File: config.mk
export PLATFORM = sky130hd
export DESIGN_NAME = srms_ram
export DESIGN_NICKNAME = d
export VERILOG_FILES = /design/src/hdl/srms_ram.sv
export SDC_FILE = /design/constraint.sdc
export NUM_CORES = 1
export LEC_CHECK = 0
export ABC_CLOCK_PERIOD_IN_PS = 1800
export BUFFER_PORTS_ARGS = -buffer_cell sky130_fd_sc_hd__buf_2
export CAP_MARGIN = 5
export CORE_MARGIN = 5
export CORE_UTILIZATION = 45
export DETAILED_ROUTE_END_ITERATION = 8
export GPL_ROUTABILITY_DRIVEN = 0
export SKIP_LAST_GASP = 1
export SYNTH_ARGS = -nofsm -noshare
export SYNTH_HDL_FRONTEND = slang
export SYNTH_SLANG_ARGS = --single-unit
File: constraint.sdc
create_clock -name clock -period 1.8 [get_ports clock]
set_input_delay 0.36 -clock clock [delete_from_list [all_inputs] [get_ports clock]]
set_output_delay 0.36 -clock clock [all_outputs]
set_load 0.1 [all_outputs]
File: src/hdl/srms_ram.sv
// simple dual-port RAM, one write and one registered read per cycle
module srms_ram #(
   parameter int DEPTH  = 16,
   parameter int ADDR_W = 4,
   parameter int WIDTH  = 8
) (
   input  logic              clock,
   input  logic              wr_en,
   input  logic [ADDR_W-1:0] wr_addr,
   input  logic [WIDTH-1:0]  wr_data,
   input  logic [ADDR_W-1:0] rd_addr,
   output logic [WIDTH-1:0]  rd_data
);

   logic [WIDTH-1:0] mem [DEPTH];

   always_ff @(posedge clock) begin
      if (wr_en) begin
         mem[wr_addr] <= wr_data;
      end
      rd_data <= mem[rd_addr];
   end

endmodule

* Yosys cells after proc, flatten, opt, wreduce, memory -nomap -nowiden *
Memory sizes are Yosys's and may differ from the RTL's. A register that Yosys moved wholly into a read port is not among the register bits.
Index checks and enable logic that the tools add are counted.

operators by class
  muxes and demuxes = 2

operators with widths
  operator  count
  $mux W1   2

storage, ports and cells
  RAM bits = 128
  memories = 1
  output and inout port bits = 8
  bits of input ports = 18
  logic and storage cells = 3
  bits in registers = 0

memories
  memory  words  bits a word  rd ports  clocked after Yosys merged registers in  write ports  line  source
  mem     16     8            1         1                                        1            15    logic [WIDTH-1:0] mem [DEPTH];

* Longest topological paths before layout *
Gate-level depths: netlist (run 1).

  word-level depth = 2
  mapped depth = 5
  depth with buffers taken out = 3

* Least setup slack after synthesis (run 1) *
No wires, ideal clock.

  path kind = input to register
  from = input port wr_addr[2]
  to = memory mem[0][0] (enable)
  setup time = 383 ps
  path buffers = 0
  arrival time = 1470 ps
  required time = 1417 ps
  path slack = -53 ps
  cell stages on the path = 2
  path through = or3b_2 -> nor3_1

RTL lines
  element             line  source
  start: declaration  9     input logic [ADDR_W-1:0] wr_addr,
  end: declaration    15

No word-level cell before the write port.

* Final worst setup path (run 1) *
  from = register rd_data[4] (read register of mem)
  to = output port rd_data[4]

RTL lines
  element             line  source
  start: declaration  12    output logic [WIDTH-1:0] rd_data

No word-level cell between the ends.

==> results of run 1 <==
==> per-layer routing <==
metal | part of all wire, % | GRT usage, % | vias to the layer above
met4 | 1.6 | 5.505 | 0
met3 | 4.9 | 5.913 | 16
li1 | - | - | 1086
met5 | 0 | 0 | -
met1 | 44 | 21.42 | 1251
met2 | 49 | 24.73 | 63
==> worst reg2reg max path: cells and delay by family, from the launching register on <==
family	cells	cell delay, ns
muxes	1	0.50
AOI/OAI and AO/OA	1	0.28
and+or+nand+nor	1	0.08
DFF	1	0.37
==> path summary, 6_finish.rpt <==
path                   start          to  slack (ns)  cells past startpoint
hold reg to reg   mem[11][3]  rd_data[3]        0.67                      3
setup reg to reg   mem[1][3]  rd_data[3]        0.45                      3
setup / recovery  rd_data[4]  rd_data[4]        0.22                      1
hold / removal    wr_data[1]   mem[0][1]        0.34                      1
==> layout by cell type, fill, tap and decap left out, types with 2 or more instances in the layout <==
| cell type | count |
|---|---|
| bufinv_16 | 6 |
| a22oi_1 | 16 |
| clkbuf_16 | 17 |
| buf_2 | 25 |
| buf_12 | 3 |
| nor3_1 | 3 |
| dfxtp_1 | 8 |
| clkinv_2 | 3 |
| clkinv_4 | 2 |
| mux4_1 | 14 |
| clkinvlp_4 | 2 |
| mux4_2 | 18 |
| nand3b_1 | 2 |
| edfxtp_1 | 128 |
| buf_4 | 19 |
| clkbuf_1 | 2 |
| nor2_1 | 13 |
| nand2_1 | 9 |
| nand2b_1 | 2 |
==> cell type report <==
class	instances	share of cell area [%]
clock buffers	19	6.945
clock inverters	13	3.653
multi-input cells	83	17.04
flip-flops and latches	136	64.23
well taps	143	2.870
repair buffers	47	5.259
==> kinds of logic (layout without fill, tap and decap cells) <==
logic type	count (synthesis)	in the layout	share of synthesized area [%]
compound gates	16	16	2.334
flops	136	136	77.78
mux	32	32	15.02
buf+inv	10	79	1.677
simple gates	35	35	3.184
==> report_power, final <==
| group | total (W) | switching (W) | internal (W) |
|---|---|---|---|
| sequential | 0.00356 | 0.0000204 | 0.00354 |
| clock | 0.00382 | 0.00123 | 0.00259 |
| combinational | 0.000482 | 0.000335 | 0.000148 |
| total | 0.00786 | 0.00158 | 0.00628 |
==> cells in the mapped netlist (all sizes together) <==
cell type,instances
a22oi,16
nand3b,2
and2,1
or3b,1
buf,7
nor2,13
and2b,1
edfxtp,128
dfxtp,8
nand2,9
clkdlybuf4s25,3
nor3,4
nand3,1
mux4,32
nor2b,1
nand2b,2
==> per-stage QoR <==
stage                     instance area [µm²]  utilization (%)  power [W]  worst slack, ns
after global placement                   5573            49.23   0.004109          0.02517
after floorplan                          5152                -   0.003956           0.1739
after CTS                                6233            55.06   0.007922           0.1827
after detailed placement                 5573            49.23   0.004118          0.01767
final                                    6233            55.06   0.007864           0.2219
after global routing                     6233            55.06   0.008123           0.1705
==> registers in the layout, indices dropped and copies added (netlist names) <==
register / cells
mem: 128
rd_data: 8
==> run summary, run 1 <==
Outcome - finished, final reports clean
Via count - 2,416
Area of the core - 0.01132 mm²
Syn Std Cell Area - 0.005147 mm²
Synth-to-Final Area Change - 21.10%
Row count - 39
Worst-Skew Late Latency - 0.41 ns
Critical path cell sequence - buf_2
Inserted Clock Buffers - 17
Average wire per standard cell - 21.93 µm
Slew margin rel. - 49.53%
CP required - 1.44 ns
Number of buffers inserted by hold repair at cts - 0
Critical path's top delay family - buffers and inverters
Post-synthesis sequential area ratio - 77.78%
Vias in the first global route - 2,538
Gr ovfl total - 0
Setup CP Type - reg -> out
Syn Nets - 247
Largest net degree at the start of global routing - 33
Detailed Place HPWL - 6316 µm
Layout Skew - 0.009343 ns
Worst hold margin - 0.3404 ns
I/O pin count - 26
First-pass GRT wire length - 15,240 µm
Buf/Inv on CP - 1
Max clock buf depth - 2
Share of cells above drive strength 1 - 32.55%
Synth unique cells - 19
1st-pass router iterations - 4
Post-CTS Resized - 0
Dominant cell type by area after synthesis - edfxtp_1
CP Capture Type - output port
Area contributors post-synth - edfxtp_1 75%, mux4_2 7.9%, mux4_1 7.1%
Crit path DAT - 1.22 ns
All-Layer GR Usage - 16.09%
Post-CTS Setup Bufs - 0
Top cell type's share of synthesized area - 74.67%
Clk slew on worst S/H paths - 0.06 ns
Syn avg cell area - 22.48 µm²
Dpl cells - 409
Worst vdd ir - 0.0005040 V
DIE AREA - 0.01368 mm²
Fin. Hold Viols - 0
Crit share post-route - 87.67%
Synth Instances - 229
Leakage - 2.142 nW
Die Y - 117.0 µm
Max-cap violation count - 0
Diode count - 0
Clk sinks - 136
CTS tree - built
Yosys reg bits - 136
Fill count - 864
Final Slew Violations - 0
Register area - 0.004004 mm²
Synth warn - 0
Nets - 303
Setup-failing EPs final - 0
Setup TNS - 0 ns
Pwr/cell area - 1262 mW/mm²
H-tree depth - 4
1st-iter DRT viols - 197
Final WL - 9670 µm
Port bufs - 25
Residual DRC - 0
Remaining antenna violation count - 0
RSZ-0062 raised after global routing - no
Initial core utilization - 45.47%
Die width - 117.0 µm
Worst-Margin Slew - 0.7543 ns
Root Driver - clkbuf_16
Hold Path Class - in -> reg
FMAX - 0.6337 GHz
Critical Path Max Stage Delay - 0.45 ns
CP Launch Type - flop
CP max stage cell - buf_2
Initial antenna violation count - 0
DR vias/cell - 5.478
Tmin final - 1.578 ns
Final non-filler cell total - 441
Multi-input gate area - 0.001062 mm²
CP Max Fanout - 1
Note: power is estimated with default switching activity, not from simulation.
==> inputs of run 2 (changes only) <==
- REMOVE_ABC_BUFFERS: not set -> 1
==> run summary, run 2 (same netlist as run 1, synthesis figures left out) <==
Final non-filler cell total - 444 (was 441)
Remaining antenna violation count - 0 (unchanged)
Area of the core - 0.01132 mm² (unchanged)
Worst vdd ir - 0.0009332 V (was 0.0005040 V)
Number of buffers inserted by hold repair at cts - 0 (unchanged)
Largest registers - mem x128, rd_data x8 (unchanged)
Most frequent cells in the layout - 128 x edfxtp_1, 25 x buf_2, 22 x buf_4 (was 128 x edfxtp_1, 25 x buf_2, 19 x buf_4)
CP Max Fanout - 1 (unchanged)
CP Launch Type - flop (unchanged)
Residual DRC - 0 (unchanged)
CP Capture Type - output port (unchanged)
CP max stage cell - buf_2 (unchanged)
Largest net degree at the start of global routing - 33 (unchanged)
Most common cell after layout, fill and taps aside - edfxtp_1 (unchanged)
Tmin final - 1.585 ns (was 1.578 ns)
1st-pass router iterations - 4 (unchanged)
Die Y - 117.0 µm (unchanged)
H-tree depth - 4 (unchanged)
CP required - 1.44 ns (about the same)
Synth-to-Final Area Change - 19.86% (was 21.10%)
First-pass GRT wire length - 14,730 µm (was 15,240 µm)
Nets - 306 (was 303)
Port bufs - 25 (unchanged)
I/O pin count - 26 (unchanged)
Detailed Place HPWL - 6085 µm (was 6316 µm)
Leakage - 2.107 nW (was 2.142 nW)
1st-iter DRT viols - 198 (was 197)
Final WL - 9422 µm (was 9670 µm)
Vias in the first global route - 2,523 (was 2,538)
DIE AREA - 0.01368 mm² (unchanged)
Row count - 39 (unchanged)
Max-cap violation count - 0 (unchanged)
Diode count - 0 (unchanged)
Slew margin rel. - 66.89% (was 49.53%)
Worst-Margin Slew - 0.5001 ns (was 0.7543 ns)
Critical Path Max Stage Delay - 0.45 ns (about the same)
Root Driver - clkbuf_16 (unchanged)
Share of cells above drive strength 1 - 32.56% (was 32.55%)
Critical path's top delay family - buffers and inverters (unchanged)
Initial antenna violation count - 0 (unchanged)
Clk sinks - 136 (unchanged)
Post-CTS Resized - 0 (unchanged)
Via count - 2,379 (was 2,416)
Crit share post-route - 88.06% (was 87.67%)
Inserted Clock Buffers - 17 (unchanged)
Post-CTS Setup Bufs - 0 (unchanged)
Final Slew Violations - 0 (unchanged)
Setup-failing EPs final - 0 (unchanged)
Outcome - finished, final reports clean (unchanged)
Worst-Skew Late Latency - 0.41 ns (about the same)
Clk slew on worst S/H paths - 0.06 ns (about the same)
DR vias/cell - 5.358 (was 5.478)
RSZ-0062 raised after global routing - no (unchanged)
Die width - 117.0 µm (unchanged)
Max clock buf depth - 2 (unchanged)
All-Layer GR Usage - 15.43% (was 16.09%)
Critical path cell sequence - buf_2 (unchanged)
Layout Skew - 0.008884 ns (was 0.009343 ns)
Setup TNS - 0 ns (unchanged)
Worst hold margin - 0.3364 ns (was 0.3404 ns)
Pwr/cell area - 1197 mW/mm² (was 1262 mW/mm²)
Dpl cells - 412 (was 409)
Util after Layout - 54.50% (was 55.06%)
CTS tree - built (unchanged)
Setup CP Type - reg -> out (unchanged)
Reg with most FFs - mem (unchanged)
Average wire per standard cell - 21.22 µm (was 21.93 µm)
Buf/Inv on CP - 1 (unchanged)
Fin. Hold Viols - 0 (unchanged)
Max reg flops - 128 (unchanged)
FMAX - 0.6309 GHz (was 0.6337 GHz)
Initial core utilization - 45.47% (unchanged)
Crit path DAT - 1.23 ns (was 1.22 ns)
Hold Path Class - in -> reg (unchanged)
Gr ovfl total - 0 (unchanged)
run 2: path summary, 6_finish.rpt:
check                           startpoint  slack [ns]    endpoint  cells after the start
worst max register to register   mem[0][0]        0.46  rd_data[0]                      3
worst min-delay path            wr_data[3]        0.34   mem[4][3]                      1
worst min register to register   mem[7][1]        0.67  rd_data[1]                      3
worst max-delay path            rd_data[0]        0.21  rd_data[0]                      1
run 2: layout make-up:
class                   instances  area, µm²
well taps                     143      178.9
clock inverters                13      146.4
clock buffers                  19      432.9
multi-input cells              83       1057
fillers                       876       5151
repair buffers                 50      350.3
flip-flops and latches        136       4004
run 2: power by group:
group	switching (W)	internal [W]	leakage, nW	total (W)
registers	0.0000212	0.00354	1.22	0.00356
logic	0.000332	0.000154	0.614	0.000486
clock network	0.00128	0.00205	0.269	0.00334
run 2: stage by stage:
stage	worst slack (ns)	total power [W]	cell area, µm²
finish	0.2149	0.007382	6170
CTS	0.1854	0.007467	6170
global placement	-0.09615	0.004116	5590
floorplan	-0.05287	0.003918	5061
global route	0.1782	0.007654	6170
detailed placement	-0.06848	0.004123	5590
run 2: routing by layer:
layer | part of all wire [%] | up-vias | track usage, %
met4 | 1.0 | 0 | 5.352
li1 | - | 1091 | -
met2 | 48 | 64 | 23.97
met5 | 0 | - | 0
met1 | 45 | 1216 | 21.33
met3 | 5.7 | 8 | 4.165
==> inputs of run 3 (changes only) <==
--- a/config.mk
+++ b/config.mk
@@ -12,4 +12,6 @@
 export CORE_UTILIZATION = 45
+export CTS_BUF_LIST = sky130_fd_sc_hd__clkbuf_4
 export DETAILED_ROUTE_END_ITERATION = 8
 export GPL_ROUTABILITY_DRIVEN = 0
+export PLACE_DENSITY = 0.61
 export REMOVE_ABC_BUFFERS = 1
==> constraint.sdc (replaced) <==
create_clock -name clock -period 1.8 [get_ports clock]
set_input_delay 0.09 -clock clock [delete_from_list [all_inputs] [get_ports clock]]
set_output_delay 0.09 -clock clock [all_outputs]
set_load 0.1 [all_outputs]
==> run summary, run 3 (same netlist as run 1, synthesis figures left out) <==
Area of the core - 0.01132 mm² (unchanged)
Crit share post-route - 77.18% (was 88.06%)
Met1 Resource Use GR - 21.55% (was 21.33%)
Via count - 2,447 (was 2,379)
Layout Skew - 0.01977 ns (was 0.008884 ns)
Worst hold margin - 0.1583 ns (was 0.3364 ns)
Hold endpoint - mem[12][1] (was mem[4][3])
Dpl cell area - 0.005540 mm² (was 0.005590 mm²)
1st-iter DRT viols - 203 (was 198)
Row count - 39 (unchanged)
CP Launch Type - flop (unchanged)
Clk sinks - 136 (unchanged)
Grt met2 use - 24.61% (was 23.97%)
Final worst setup slack - 0.4107 ns (was 0.2149 ns)
Critical path's top delay family - buffers and inverters (unchanged)
Reg with most FFs - mem (unchanged)
Crit path DAT - 1.30 ns (was 1.23 ns)
CP Capture Type - output port (unchanged)
Final Slew Violations - 0 (unchanged)
Max reg flops - 128 (unchanged)
Most common cell after layout, fill and taps aside - edfxtp_1 (unchanged)
Pwr/cell area - 1071 mW/mm² (was 1197 mW/mm²)
Leakage - 2.028 nW (was 2.107 nW)
Detailed Place HPWL - 6120 µm (was 6085 µm)
Critical Path Max Stage Delay - 0.44 ns (was 0.45 ns)
DIE AREA - 0.01368 mm² (unchanged)
Initial antenna violation count - 0 (unchanged)
Average wire per standard cell - 21.72 µm (was 21.22 µm)
Fin. Hold Viols - 0 (unchanged)
Hold Path Class - in -> reg (unchanged)
Min-delay src - wr_addr[0] (was wr_data[3])
Outcome - finished, final reports clean (unchanged)
All-Layer GR Usage - 15.63% (was 15.43%)
Dpl cells - 407 (was 412)
I/O pin count - 26 (unchanged)
Largest net degree at the start of global routing - 33 (unchanged)
Critical path cell sequence - buf_2 (unchanged)
Worst R2R Start - mem[1][0] (was mem[0][0])
Most frequent cells in the layout - 128 x edfxtp_1, 25 x buf_2, 20 x clkbuf_4 (was 128 x edfxtp_1, 25 x buf_2, 22 x buf_4)
Grt met3 use - 4.370% (was 4.165%)
Root Driver - clkbuf_4 (was clkbuf_16)
Max clock buf depth - 2 (unchanged)
Clk slew on worst S/H paths - 0.12 ns (was 0.06 ns)
Largest registers - mem x128, rd_data x8 (unchanged)
Final non-filler cell total - 447 (was 444)
Int Pwr - 0.004982 W (was 0.005748 W)
Clock power share - 36.7% (was 45.2%)
Worst reg2reg endpoint - rd_data[0] (unchanged)
Buf/Inv on CP - 1 (unchanged)
1st-pass router iterations - 4 (unchanged)
Nets - 309 (was 306)
Vias in the first global route - 2,549 (was 2,523)
CP max stage cell - buf_2 (unchanged)
Die width - 117.0 µm (unchanged)
Setup-failing EPs final - 0 (unchanged)
Residual DRC - 0 (unchanged)
P_sw - 0.001409 W (was 0.001634 W)
Inserted Clock Buffers - 17 (unchanged)
Post-CTS Setup Bufs - 0 (unchanged)
FMAX - 0.7198 GHz (was 0.6309 GHz)
Sw Ratio - 22.04% (was 22.14%)
Share of cells above drive strength 1 - 31.25% (was 32.56%)
Diode count - 0 (unchanged)
Gr ovfl total - 0 (unchanged)
Worst vdd ir - 0.0005456 V (was 0.0009332 V)
H-tree depth - 4 (unchanged)
Max-cap violation count - 0 (unchanged)
Pre-CTS setup slack - 0.1719 ns (was -0.06848 ns)
Synth-to-Final Area Change - 15.95% (was 19.86%)
CP Max Fanout - 1 (unchanged)
RSZ-0062 raised after global routing - no (unchanged)
Initial core utilization - 45.47% (unchanged)
Setup TNS - 0 ns (unchanged)
Combinational Power Share - 7.7% (was 6.6%)
Layer with the highest usage - met2 (unchanged)
CTS tree - built (unchanged)
Hold Path Stages - 3 (was 1)
Post-route cell area - 0.005968 mm² (was 0.006170 mm²)
DR vias/cell - 5.474 (was 5.358)
First-pass GRT wire length - 14,940 µm (was 14,730 µm)
Remaining antenna violation count - 0 (unchanged)
Die Y - 117.0 µm (unchanged)
Sequential share of power - 55.6% (was 48.2%)
R2r setup slk - 0.43 ns (was 0.46 ns)
Slew margin rel. - 66.54% (was 66.89%)
Setup CP Type - reg -> out (unchanged)
Worst-Margin Slew - 0.5053 ns (was 0.5001 ns)
Port bufs - 25 (unchanged)
Worst-Skew Late Latency - 0.50 ns (was 0.41 ns)
Tmin final - 1.389 ns (was 1.585 ns)
R2R depth - 3 (unchanged)
CP required - 1.71 ns (was 1.44 ns)
Final WL - 9708 µm (was 9422 µm)
[run 3: cell types whose count changed in the layout (fill, tap and decap cells not counted), moves of 3 or more]
cell | before | now
buf_4 | 22 | 18
bufinv_16 | 2 | 5
clkbuf_16 | 17 | 0
clkbuf_4 | 0 | 20
clkinvlp_4 | 4 | 1
dlygate4sd3_1 | 0 | 8
[run 3: power groups by stage]
stage                     clock (W)  sequential [W]  combinational [W]
after floorplan                   0         0.00378           0.000142
after detailed placement          0         0.00363           0.000486
after global routing        0.00255         0.00356           0.000523
after global placement            0         0.00363           0.000478
after CTS                   0.00240         0.00356           0.000500
final                       0.00234         0.00356           0.000491
[run 3: how the worst max path moves through the flow]
stage,start,to,slack [ns],cells after the start
after floorplan,wr_addr[2],mem[0][0],0.22,2
after global placement,rd_addr[0],rd_data[0],0.18,5
after detailed placement,rd_addr[0],rd_data[0],0.17,5
after CTS,rd_data[0],rd_data[0],0.36,1
after global routing,rd_data[0],rd_data[0],0.32,1
final,rd_data[2],rd_data[2],0.41,1
[run 3: per-stage QoR]
stage	util (%)	power (W)
3_5_place_dp	48.94	0.004116
2_1_floorplan	-	0.003918
4_1_cts	52.72	0.006456
5_1_grt	52.72	0.006640
3_3_place_gp	48.94	0.004107
6_report	52.72	0.006390
[run 3: what timing repair did]
action	4_1_cts	5_1_grt
gates resized for setup	0	0
hold buffers	8	0
hold endpoints to repair	128	0
[run 3: area by class of cell]
class,count,area (µm²)
clock inverter,12,197.7
timing repair buffer,53,380.4
sequential,136,4004
fill,914,5353
multi-input combinational,83,1057
tap,143,178.9
clock buffer,20,150.1
[run 3: routing by layer]
layer  wire length [µm]  vias up
met3                441       10
met5                  0        -
li1                   -     1101
met4                 88        0
met2               4674       55
met1               4503     1281
