## src/hdl/srms_pkg.sv

```systemverilog
package srms_pkg;

   // command codes carried in the request tuser
   localparam logic [1:0] CMD_GET  = 2'd0;
   localparam logic [1:0] CMD_SET  = 2'd1;
   localparam logic [1:0] CMD_ADD  = 2'd2;
   localparam logic [1:0] CMD_ZERO = 2'd3;

   // status codes carried in the response tuser
   localparam logic [1:0] ST_OK   = 2'd0;
   localparam logic [1:0] ST_FULL = 2'd1;
   localparam logic [1:0] ST_SAT  = 2'd2;

   localparam int VAL_W = 64;
   localparam int COL_W = 8;

   localparam logic [VAL_W-1:0] VAL_MAX = {1'b0, {(VAL_W-1){1'b1}}};
   localparam logic [VAL_W-1:0] VAL_MIN = {1'b1, {(VAL_W-1){1'b0}}};

   // sequencer states
   typedef enum logic [3:0] {
      CLEAR,
      IDLE,
      RD_A,
      RD_B,
      RD_C,
      SCAN_RD,
      SCAN_CMP,
      UPDATE,
      SHIFT_RD,
      SHIFT_WR,
      INSERT,
      OFS_RD,
      OFS_WR,
      ZERO,
      DONE
   } state_type;

endpackage

```

## src/hdl/srms_sat_add.sv

```systemverilog
// signed Q32.32 adder with saturation to the extreme words
module srms_sat_add (
   input  logic [srms_pkg::VAL_W-1:0] a,
   input  logic [srms_pkg::VAL_W-1:0] b,
   output logic [srms_pkg::VAL_W-1:0] sum,
   output logic                       sat
);

   localparam int MSB = srms_pkg::VAL_W - 1;

   logic [srms_pkg::VAL_W-1:0] raw;

   always_comb begin
      raw = a + b;
      // overflow: operands agree in sign, result does not
      sat = (a[MSB] == b[MSB]) && (raw[MSB] != a[MSB]);
      if (sat) begin
         sum = a[MSB] ? srms_pkg::VAL_MIN : srms_pkg::VAL_MAX;
      end else begin
         sum = raw;
      end
   end

endmodule

```

## config.mk

```make
export PLATFORM = sky130hd
export DESIGN_NAME = srms_sat_add
export DESIGN_NICKNAME = d
export VERILOG_FILES = /design/src/hdl/srms_pkg.sv /design/src/hdl/srms_sat_add.sv
export SDC_FILE = /design/constraint.sdc
export NUM_CORES = 1
export LEC_CHECK = 0
export ABC_AREA = 1
export ABC_CLOCK_PERIOD_IN_PS = 2000
export BUFFER_PORTS_ARGS = -buffer_cell sky130_fd_sc_hd__buf_2
export CORE_MARGIN = 4
export CORE_UTILIZATION = 34
export DETAILED_ROUTE_END_ITERATION = 7
export PLACE_DENSITY = 0.54
export SYNTH_ARGS = -nofsm -noshare
export SYNTH_HDL_FRONTEND = slang
export SYNTH_SLANG_ARGS = --single-unit
```

## constraint.sdc

```tcl
create_clock -name vclk -period 2
set_clock_uncertainty 0.15 [all_clocks]
set_input_delay 0.2 -clock vclk [all_inputs]
set_output_delay 0.2 -clock vclk [all_outputs]
set_load 0.02 [all_outputs]
```

---- Word-level counts from Yosys, hierarchy flattened ----
Index checks and enable logic that the tools add are counted.
storage, ports and cells
  word-level logic and storage cells ...... 6
  input bits .............................. 128
  register bits ........................... 0
  output and inout port bits .............. 65
operators by class
  eq/ne operators ......................... 2
  reduce and logical (&&, ||, !) cells .... 1
  muxes and demuxes ....................... 2
  $add $sub $neg .......................... 1
operators with widths
  operator             number
  $mux W64             2
  $add A64 B64 Y64     1
  $eq A1 B1 Y1         1
  $logic_and A1 B1 Y1  1
  $ne A1 B1 Y1         1

---- Logic depth before layout (Yosys ltp) ----
Gate-level depths: netlist (run 1).
  depth in word-level cells ............... 4
  depth in mapped cells ................... 18
  gate-level depth less buffers ........... 17

---- Worst setup path after synthesis (run 1) ----
No wires, ideal clock.
  kind .................................... input to output
  start point ............................. input port a[54] (netlist bit)
  end point ............................... output port sum[63] (netlist bit)
  buffers on the path ..................... 0
  cell stages on the path ................. 10
  arrival time ............................ 1.864 ns
  path slack .............................. -0.214 ns
  path through ............................ ha_1 -> nand2_1 -> inv_2 -> a21oi_1 -> nand2_1 -> nand2_1 -> nand2_2 -> a21oi_4 -> nand2_4 -> o21ai_0
on the way
  word-level cells in the longest chain between the ends .. 4
RTL lines
  element               RTL line            RTL
  from (decl)           srms_sat_add.sv:3   input logic [srms_pkg::VAL_W-1:0] a,
  $add A64 B64 Y64 (*)  srms_sat_add.sv:14  raw = a + b;
  $ne A1 B1 Y1          srms_sat_add.sv:16  sat = (a[MSB] == b[MSB]) && (raw[MSB] != a[MSB]);
  $logic_and A1 B1 Y1   srms_sat_add.sv:16
  $mux W64 (*)          srms_sat_add.sv:17  if (sat) begin
  to (decl)             srms_sat_add.sv:5   output logic [srms_pkg::VAL_W-1:0] sum,
Every way passes the cells marked *; elsewhere a longest branch is shown, timed or not.

---- Worst setup path after layout (run 1) ----
  start point ............................. input port b[32] (netlist bit)
  end point ............................... output port sum[29] (netlist bit)
on the way
  word-level cells in the longest chain between the ends .. 4
RTL lines
  element              RTL line            RTL
  from (decl)          srms_sat_add.sv:4   input logic [srms_pkg::VAL_W-1:0] b,
  $add A64 B64 Y64     srms_sat_add.sv:14
  $ne A1 B1 Y1         srms_sat_add.sv:16
  $logic_and A1 B1 Y1  srms_sat_add.sv:16
  $mux W64             srms_sat_add.sv:17
No other way between the ends.

==> results of run 1 <==
==> cell type report <==
class                      count  area, µm²  area share [%]
multi-input combinational   1052       7450            57.3
timing repair buffer         467       3910            30.1
inverter                     339       1290            9.95
tap                          260        325            2.50
timing repair inverter         1       16.3           0.125
==> kinds of logic after synthesis <==
group                      after synthesis  share of synthesized area (%)
and+or+nand+nor                        877                           54.8
adders and majority gates               64                           12.1
buffers and inverters                  350                           21.0
AOI/OAI and AO/OA                       79                           7.92
xor gates and xnor gates                31                           4.08
==> routing by layer <==
metal,global-route usage (%),vias to the layer above
met1,37.1,4416
met4,1.99,0
met2,45.5,245
met3,1.26,17
met5,0,-
li1,-,5047
==> path summary, 6_finish.rpt <==
check | startpoint | to | slack, ps
worst max-delay path | b[32] | sum[29] | -540
worst min-delay path | b[0] | sum[0] | 680
==> placed cells by master, fill, tap and decap left out, types with 3 or more instances in the layout <==
cell type / count
ha_4: 63
buf_8: 5
nand4_1: 6
nand3_1: 24
xnor2_1: 26
nor2_1: 63
buf_16: 5
nor3_1: 11
nand2_8: 6
buf_2: 113
o21ai_4: 31
buf_4: 233
nand2_4: 65
buf_6: 96
buf_12: 15
nand3_2: 7
nand3b_1: 15
nor2_2: 25
nor2_4: 16
a21oi_2: 17
xnor2_2: 3
a21oi_1: 22
nor3_2: 3
nand2_1: 532
nand2_2: 89
nand3_4: 14
inv_1: 312
inv_2: 24
a21oi_4: 3
==> power by group <==
group / internal (mW) / switching, mW / total, mW
Combinational: 2.51 / 2.71 / 5.22
Sequential: 0 / 0 / 0
Clock: 0 / 0 / 0
Total: 2.51 / 2.71 / 5.22
==> per-stage QoR <==
step	setup TNS [ps]	hold WS (ps)	setup slack [ps]	power [mW]	instances
after CTS	-30630	676	-517	4.91	2110
after global routing	-35720	701	-605	5.60	2119
final	-30890	680	-535	5.22	2119
after detailed placement	-35490	681	-585	4.09	2066
after floorplan	-2130	497	-70.1	2.52	1401
after global placement	-37030	686	-605	4.07	2066
==> what timing repair did <==
action / in CTS / in global routing
pin swaps: 58 / 48
setup buffers: 39 / 9
setup endpoints to repair: 65 / 65
cloned: 6 / 0
gates resized for setup: 267 / 146
==> results.sh, run 1 <==
export IMPL_overflow=0
export IMPL_antenna_cells=0
export IMPL_design_seq_count=0
export IMPL_placementRows=50
export IMPL_fmax_mhz=394
export IMPL_drive_gt1_share_pct=45.3
export IMPL_routed_wl_um=30500
export IMPL_hold_viol=0
export IMPL_crit_path_end_kind="output pin"
export IMPL_period_minus_slack_ps=2540
export IMPL_synth_most_common_cell="nand2_1"
export IMPL_yosys_top_cells_count="nand2_1 (658), inv_1 (322), nor2_1 (92)"
export IMPL_clkbuf_count=0
export IMPL_viasPerCell=4.59
export IMPL_core_area_um2=19000
export IMPL_postCtsHoldBufs=0
export IMPL_synthCells=1401
export IMPL_dr_wl_met3_um=1350
export IMPL_path_max_fanout=5
export IMPL_crit_cells=15
export IMPL_nNetsFinal=2053
export IMPL_cellPowerDensity_nw_per_um2=402
export IMPL_required_ps=1650
export IMPL_drtAntennaViolNets=0
export IMPL_syn_avg_cell_area_um2=4.76
export IMPL_cpLargestDelayFamily="simple AND/OR/NAND/NOR gates"
export IMPL_start_util_pct=35.0
export IMPL_io_buffers=193
export IMPL_period_share_pct=127
export IMPL_fp_dieH_um=148
export IMPL_area_delta_synth_final_pct=94.9
export IMPL_wl_met2_um=14200
export IMPL_vias=9725
export IMPL_chipWidth_um=148
export IMPL_crit_buf_inv=6
export IMPL_slew_viol_final=0
export IMPL_highest_layer="met4"
export IMPL_cp_start_kind="input pin"
export IMPL_grt_max_degree=10
export IMPL_num_fill_cells=1843
export IMPL_grt_pass1_wl_um=46100
export IMPL_grt_pass1_vias=9222
export IMPL_die_area_um2=21900
export IMPL_synth_top_area_cell="nand2_1"
export IMPL_setup_ws_ps=-535
export IMPL_crit_type="in2out"
export IMPL_violations="negative setup slack"
export IMPL_drt_first_pass_iters=5
export IMPL_maxCapViolCount=0
export IMPL_design_area_um2=13000
export IMPL_crit_slowest_cell="nor4_4"
export IMPL_dpl_instance_area_um2=10900
export IMPL_yosysSeqAreaShare_pct=0
export IMPL_setup_violations=65
export IMPL_tightest_slew_ps=392
export IMPL_synthesis_nets=1593
export IMPL_route_detailed_drc=0
export IMPL_gp_congestion=0.955
export IMPL_netlist_area_leader_share_pct=37.1
export IMPL_synth_area_um2=6660
export IMPL_vdd_drop_max_mv=0.304
export IMPL_ys_warn_count=0
export IMPL_slew_headroom_pct=73.6
export IMPL_antenna_found_initial=0
export IMPL_hp_class="in2out"
export IMPL_wire_per_inst_um=14.4
export IMPL_dpl_hpwl_um=24900
export IMPL_cp_arrival_ps=2190
export IMPL_rsz0062_at_grt="true"
export IMPL_m1WireLength_um=14600
export IMPL_first_iter_violations=577
export IMPL_final_seq_area_um2=0
export IMPL_io_pin_count=193
export IMPL_ys_types=30
export IMPL_cp_cell_sequence="buf_6 -> ha_4 -> nand2_4 -> nor2_4 -> inv_2 -> nor2_4 -> nand2_4 -> nor4_4 -> nand2_8 -> nand3b_4 -> buf_12 -> inv_12 -> buf_16 -> o21ai_4 -> buf_6"
export IMPL_p_leak_nw=7.43
export IMPL_min_path_cells=5
export IMPL_fin_util_pct=68.3
export IMPL_grt_usage_pct=26.1
export IMPL_ys_top_cells_by_area="nand2_1 (37%), inv_1 (18%), ha_1 (12%), nor2_1 (5.2%), o21ai_2 (3.9%)"
export IMPL_status="finished with violations"
export IMPL_max_stage_delay_ps=290
Power figures use the tool's default switching activity.
==> run 2, diff against run 1 <==
--- a/config.mk
+++ b/config.mk
@@ -5,13 +5,14 @@
 export SDC_FILE = /design/constraint.sdc
 export NUM_CORES = 1
 export LEC_CHECK = 0
-export ABC_AREA = 1
+export ABC_AREA = 0
 export ABC_CLOCK_PERIOD_IN_PS = 2000
 export BUFFER_PORTS_ARGS = -buffer_cell sky130_fd_sc_hd__buf_2
 export CORE_MARGIN = 4
 export CORE_UTILIZATION = 34
 export DETAILED_ROUTE_END_ITERATION = 7
-export PLACE_DENSITY = 0.54
+export PLACE_DENSITY = 0.58
+export REMOVE_ABC_BUFFERS = 1
 export SYNTH_ARGS = -nofsm -noshare
 export SYNTH_HDL_FRONTEND = slang
 export SYNTH_SLANG_ARGS = --single-unit
==> run 2 against run 1 <==
Compared with the run above: the run still ends with negative setup slack left; power fell by 16%; core utilization rose by 4.2 points; critical path depth fell by 1; first-iteration DRC count fell by 19%; die area fell by 28%; non-clock buffer count rose by 23; count of clock-buffer cells in the layout did not move; synthesized cell count fell by 53%; fmax fell by 27%; synthesized area fell by 29%; via count fell by 27%; largest power group unchanged.
==> results.sh, run 2 <==
export IMPL_synthCells=661
export IMPL_routed_wl_um=23300
export IMPL_combPwrFrac_pct=100.0
export IMPL_switching_share_pct=48.6
export IMPL_ys_types=65
export IMPL_slew_headroom_pct=71.8
export IMPL_drive_gt1_share_pct=57.7
export IMPL_endpoint="sum[31]"
export IMPL_grt_pass1_wl_um=34200
export IMPL_antenna_cells=0
export IMPL_overflow=0
export IMPL_antenna_found_initial=0
export IMPL_gp_congestion=0.961
export IMPL_mostFrequentLayoutCells="buf_4 (264), buf_6 (109), buf_2 (100)"
export IMPL_syn_avg_cell_area_um2=7.15
export IMPL_power_frac_seq_pct=0
export IMPL_status="finished with violations"
export IMPL_final_common_cell="buf_4"
export IMPL_final_seq_area_um2=0
export IMPL_fmax_mhz=290
export IMPL_start_util_pct=35.2
export IMPL_hp_class="in2out"
export IMPL_io_buffers=193
export IMPL_area_delta_synth_final_pct=106
export IMPL_synth_area_um2=4720
export IMPL_grt_pass1_vias=7142
export IMPL_clkbuf_count=0
export IMPL_crit_path_start="a[4]"
export IMPL_rsz0062_at_grt="true"
export IMPL_vdd_drop_max_mv=0.218
export IMPL_netlist_area_leader_share_pct=16.7
export IMPL_nNetsFinal=1304
export IMPL_violations="negative setup slack"
export IMPL_cp_arrival_ps=3100
export IMPL_viasPerCell=5.51
export IMPL_highest_layer="met4"
export IMPL_placementRows=42
export IMPL_wl_met2_um=12000
export IMPL_period_minus_slack_ps=3450
export IMPL_maxCapViolCount=0
export IMPL_chipWidth_um=126
export IMPL_cellPowerDensity_nw_per_um2=453
export IMPL_setup_violations=65
export IMPL_p_leak_nw=4.59
export IMPL_ys_top_cells_by_area="ha_1 (17%), o21ai_2 (9.3%), a21oi_1 (8.1%), a21o_1 (5.4%), xnor2_1 (5.0%)"
export IMPL_grt_usage_pct=25.5
export IMPL_crit_path_end_kind="output pin"
export IMPL_yosys_top_cells_count="a21oi_1 (76), ha_1 (63), nand2_1 (53)"
export IMPL_cp_start_kind="input pin"
export IMPL_yosysSeqAreaShare_pct=0
export IMPL_design_seq_count=0
export IMPL_route_detailed_drc=0
export IMPL_dr_wl_met3_um=1090
export IMPL_first_iter_violations=467
export IMPL_vias=7088
export IMPL_drt_first_pass_iters=5
export IMPL_io_pin_count=193
export IMPL_fin_total_pwr_mw=4.41
export IMPL_power_net_switching_mw=2.14
export IMPL_die_area_um2=15800
export IMPL_synth_most_common_cell="a21oi_1"
export IMPL_grt_max_degree=11
export IMPL_core_area_um2=13400
export IMPL_pwr_share_clk_pct=0
export IMPL_p_int_mw=2.26
export IMPL_ys_warn_count=0
export IMPL_m1WireLength_um=9410
export IMPL_setup_ws_ps=-1450
export IMPL_wire_per_inst_um=18.1
export IMPL_slew_viol_final=0
export IMPL_path_max_fanout=6
export IMPL_fp_dieH_um=126
export IMPL_crit_type="in2out"
export IMPL_tightest_slew_ps=418
export IMPL_dpl_hpwl_um=15700
export IMPL_drtAntennaViolNets=0
export IMPL_fin_util_pct=72.5
export IMPL_synth_top_area_cell="ha_1"
export IMPL_period_share_pct=173
export IMPL_hold_viol=0
export IMPL_required_ps=1650
[run 2: changes by cell type after synthesis, moves of 13 or more]
cell,delta
a21o_1,+34
a21oi_1,+36
clkbuf_1,+19
inv_1,-298
inv_2,-17
nand2_1,-605
nand2_2,-24
nand3_1,-29
nand3b_1,-13
nand4_1,+15
nor2_1,-56
o21ai_0,+31
o21ai_2,+20
xor2_1,+20
[run 2: critical path, cell delays in order]
cell and delay [ps]:
buf_2 100, ha_1 340, o211a_1 280, o21ai_2 190, a211oi_2 90, or2_4 290
a2111oi_4 380, o21ai_4 120, o221ai_4 250, and3_4 350, buf_6 150, buf_12 130
o31ai_4 80, buf_6 140
[run 2: layout make-up]
| cell class | instances | area [µm²] |
|---|---|---|
| Multi-Input combinational cell | 596 | 5330 |
| Timing Repair Buffer | 490 | 4080 |
| Fill cell | 1001 | 3680 |
| Tap cell | 176 | 220 |
| Inverter | 24 | 90.1 |
[run 2: kinds of logic (layout without fill, tap and decap cells)]
group	after synthesis	in the layout	share of synthesized area (%)
AO/OA/AOI/OAI	298	298	45.4
AND/OR/NAND/NOR	179	181	18.8
buffers and inverters	67	514	8.85
adder cells (fa/ha/maj)	65	65	17.3
XOR/XNOR	49	49	9.09
multiplexers	3	3	0.636
[run 2: worst min-delay path by stage]
stage / slack (ps) / from / depth (start not counted) / endpoint
floorplan: 430 / b[63] / 2 / sat
global placement: 630 / b[63] / 4 / sat
detailed placement: 630 / b[63] / 4 / sat
CTS: 660 / b[63] / 4 / sat
global route: 740 / b[63] / 4 / sat
finish: 720 / b[63] / 4 / sat
[run 2: timing repair]
item / CTS / global route
pin swaps: 61 / 49
buffers inserted: 24 / 8
gates resized for setup: 230 / 112
setup endpoints to repair: 65 / 65
gates cloned: 10 / 0
hold buffers: 0 / 0
[run 2: stage by stage]
stage          area [µm²]  TNS (ps)  instances  hold WS [ps]  worst slack, ps
2_1_floorplan        4400   -165970        618           428            -2800
3_3_place_gp         7630    -98850       1252           627            -1600
5_1_grt              9720    -95900       1286           738            -1520
4_1_cts              9190    -83130       1284           659            -1370
6_report             9720    -91280       1286           721            -1450
3_5_place_dp         7630   -101200       1252           630            -1700
[run 2: layer usage]
layer  up-vias  GRT usage (%)
met3        81           2.37
met2       254           46.0
li1       3415              -
met4         0           8.90
met1      3338           31.7
met5         -              0
[run 2: power groups by stage]
stage	sequential, mW	combinational [mW]	clock [mW]
after floorplan	0	1.79	0
after global placement	0	3.15	0
after detailed placement	0	3.17	0
after CTS	0	3.95	0
after global routing	0	4.66	0
final	0	4.41	0
==> run 3, diff against run 2 <==
--- a/config.mk
+++ b/config.mk
@@ -11,7 +11,7 @@
 export CORE_MARGIN = 4
 export CORE_UTILIZATION = 34
 export DETAILED_ROUTE_END_ITERATION = 7
-export PLACE_DENSITY = 0.58
+export PLACE_DENSITY_LB_ADDON = 0.3
 export REMOVE_ABC_BUFFERS = 1
 export SYNTH_ARGS = -nofsm -noshare
 export SYNTH_HDL_FRONTEND = slang
==> run 3 against run 2 <==
Compared with the run above: the run still ends with negative setup slack left; final cell count fell by 0.47%; worst hold slack got worse by 24 ps; critical path depth rose by 1; power fell by 5.2%; fmax rose by 4.6%; count of clock-buffer cells in the layout did not move; combinational power fell by 5.2%; global-route usage fell by 1.6 points; final area fell by 3.0%; core utilization fell by 2.1 points; critical endpoint is now sum[32].
==> results.sh, run 3 (same netlist as run 2, synthesis figures left out) <==
export IMPL_status="finished with violations"
export IMPL_violations="negative setup slack"
export IMPL_area_delta_synth_final_pct=99.6
export IMPL_clkbuf_count=0
export IMPL_cellPowerDensity_nw_per_um2=443
export IMPL_postCtsHoldBufs=0
export IMPL_die_area_um2=15800
export IMPL_fin_util_pct=70.4
export IMPL_fin_total_pwr_mw=4.18
export IMPL_crit_type="in2out"
export IMPL_layout_cells_non_filler=1280
export IMPL_crit_path_start="a[34]"
export IMPL_dpl_instance_area_um2=7590
export IMPL_antenna_found_initial=0
export IMPL_design_seq_count=0
export IMPL_period_share_pct=165
export IMPL_required_ps=1650
export IMPL_highest_layer="met4"
export IMPL_final_seq_area_um2=0
export IMPL_setup_violations=65
export IMPL_rsz0062_at_grt="true"
export IMPL_hold_viol=0
export IMPL_io_buffers=193
export IMPL_nNetsFinal=1298
export IMPL_maxCapViolCount=0
export IMPL_drt_first_pass_iters=5
export IMPL_hp_start="b[63]"
export IMPL_grt_max_degree=18
export IMPL_crit_path_end_kind="output pin"
export IMPL_grt_pass1_vias=6945
export IMPL_fmax_mhz=303
export IMPL_hp_class="in2out"
export IMPL_route_detailed_drc=0
export IMPL_final_common_cell="buf_4"
export IMPL_chipWidth_um=126
export IMPL_io_pin_count=193
export IMPL_m1WireLength_um=9130
export IMPL_mostFrequentLayoutCells="buf_4 (271), buf_2 (125), buf_6 (72)"
export IMPL_dpl_hpwl_um=15900
export IMPL_drtAntennaViolNets=0
export IMPL_core_area_um2=13400
export IMPL_period_minus_slack_ps=3300
export IMPL_slew_viol_final=0
export IMPL_antenna_cells=0
export IMPL_crit_slowest_cell="or3_4"
export IMPL_cp_arrival_ps=2950
export IMPL_slew_headroom_pct=65.7
export IMPL_drive_gt1_share_pct=58.6
export IMPL_overflow=0
export IMPL_routed_wl_um=22000
export IMPL_cp_start_kind="input pin"
export IMPL_path_max_fanout=5
export IMPL_gp_congestion=0.935
export IMPL_placementRows=42
export IMPL_grt_usage_pct=24.0
export IMPL_dr_wl_met3_um=1050
export IMPL_design_area_um2=9430
export IMPL_max_stage_delay_ps=450
export IMPL_setup_ws_ps=-1300
export IMPL_viasPerCell=5.48
export IMPL_tightest_slew_ps=509
export IMPL_wl_met2_um=11200
export IMPL_p_leak_nw=4.47
export IMPL_vias=7014
export IMPL_place_inst=1247
export IMPL_fp_dieH_um=126
export IMPL_first_iter_violations=434
export IMPL_start_util_pct=35.2
export IMPL_vdd_drop_max_mv=0.241
export IMPL_cp_cell_sequence="buf_4 -> ha_4 -> nand4_1 -> nor4_2 -> buf_4 -> o21ai_4 -> o221ai_4 -> a2111oi_4 -> o21ai_4 -> o221ai_4 -> buf_4 -> or3_4 -> buf_6 -> o21ai_4 -> buf_6"
export IMPL_wire_per_inst_um=17.2
export IMPL_grt_pass1_wl_um=32700
-- run 3: worst paths after layout --
path | endpoint | cells past startpoint | slack, ps
worst max-delay path | sum[32] | 15 | -1300
worst min-delay path | sat | 4 | 700
-- run 3: repair_timing --
action                                 4_1_cts  5_1_grt
setup endpoints to repair                   65       65
buffers inserted                            21        8
resized for setup                          175      121
pin swaps                                   50       51
endpoints found under the hold margin        0        0
cloned                                       4        3
-- run 3: routing by layer --
layer / up-vias / global-route usage, %
li1: 3395 / -
met1: 3297 / 31.3
met2: 269 / 42.8
met3: 53 / 1.44
met4: 0 / 6.50
met5: - / 0
-- run 3: metrics by stage --
| step | worst slack [ps] | hold slack (ps) | TNS, ps |
|---|---|---|---|
| finish | -1300 | 697 | -80750 |
| global route | -1400 | 735 | -88810 |
| CTS | -1290 | 679 | -79780 |
| detailed placement | -1570 | 633 | -92410 |
| global placement | -1550 | 630 | -89800 |
| floorplan | -2800 | 428 | -165970 |
-- run 3: area by class of cell --
| type | count | area, µm² |
|---|---|---|
| Inverter | 24 | 90.1 |
| Tap cell | 176 | 220 |
| Fill cell | 1009 | 3970 |
| Timing Repair Buffer | 484 | 3810 |
| Multi-Input combinational cell | 596 | 5310 |
-- run 3: power breakdown --
part           internal [mW]  switching (mW)
Sequential                 0               0
Combinational           2.11            2.07
Clock                      0               0
Total                   2.11            2.07
-- run 3: critical path: cells and delay by family --
kind            cells  cell delay [ps]
simple gates        3              930
compound gates      6              760
buf+inv             5              780
fa+ha+maj           1              270
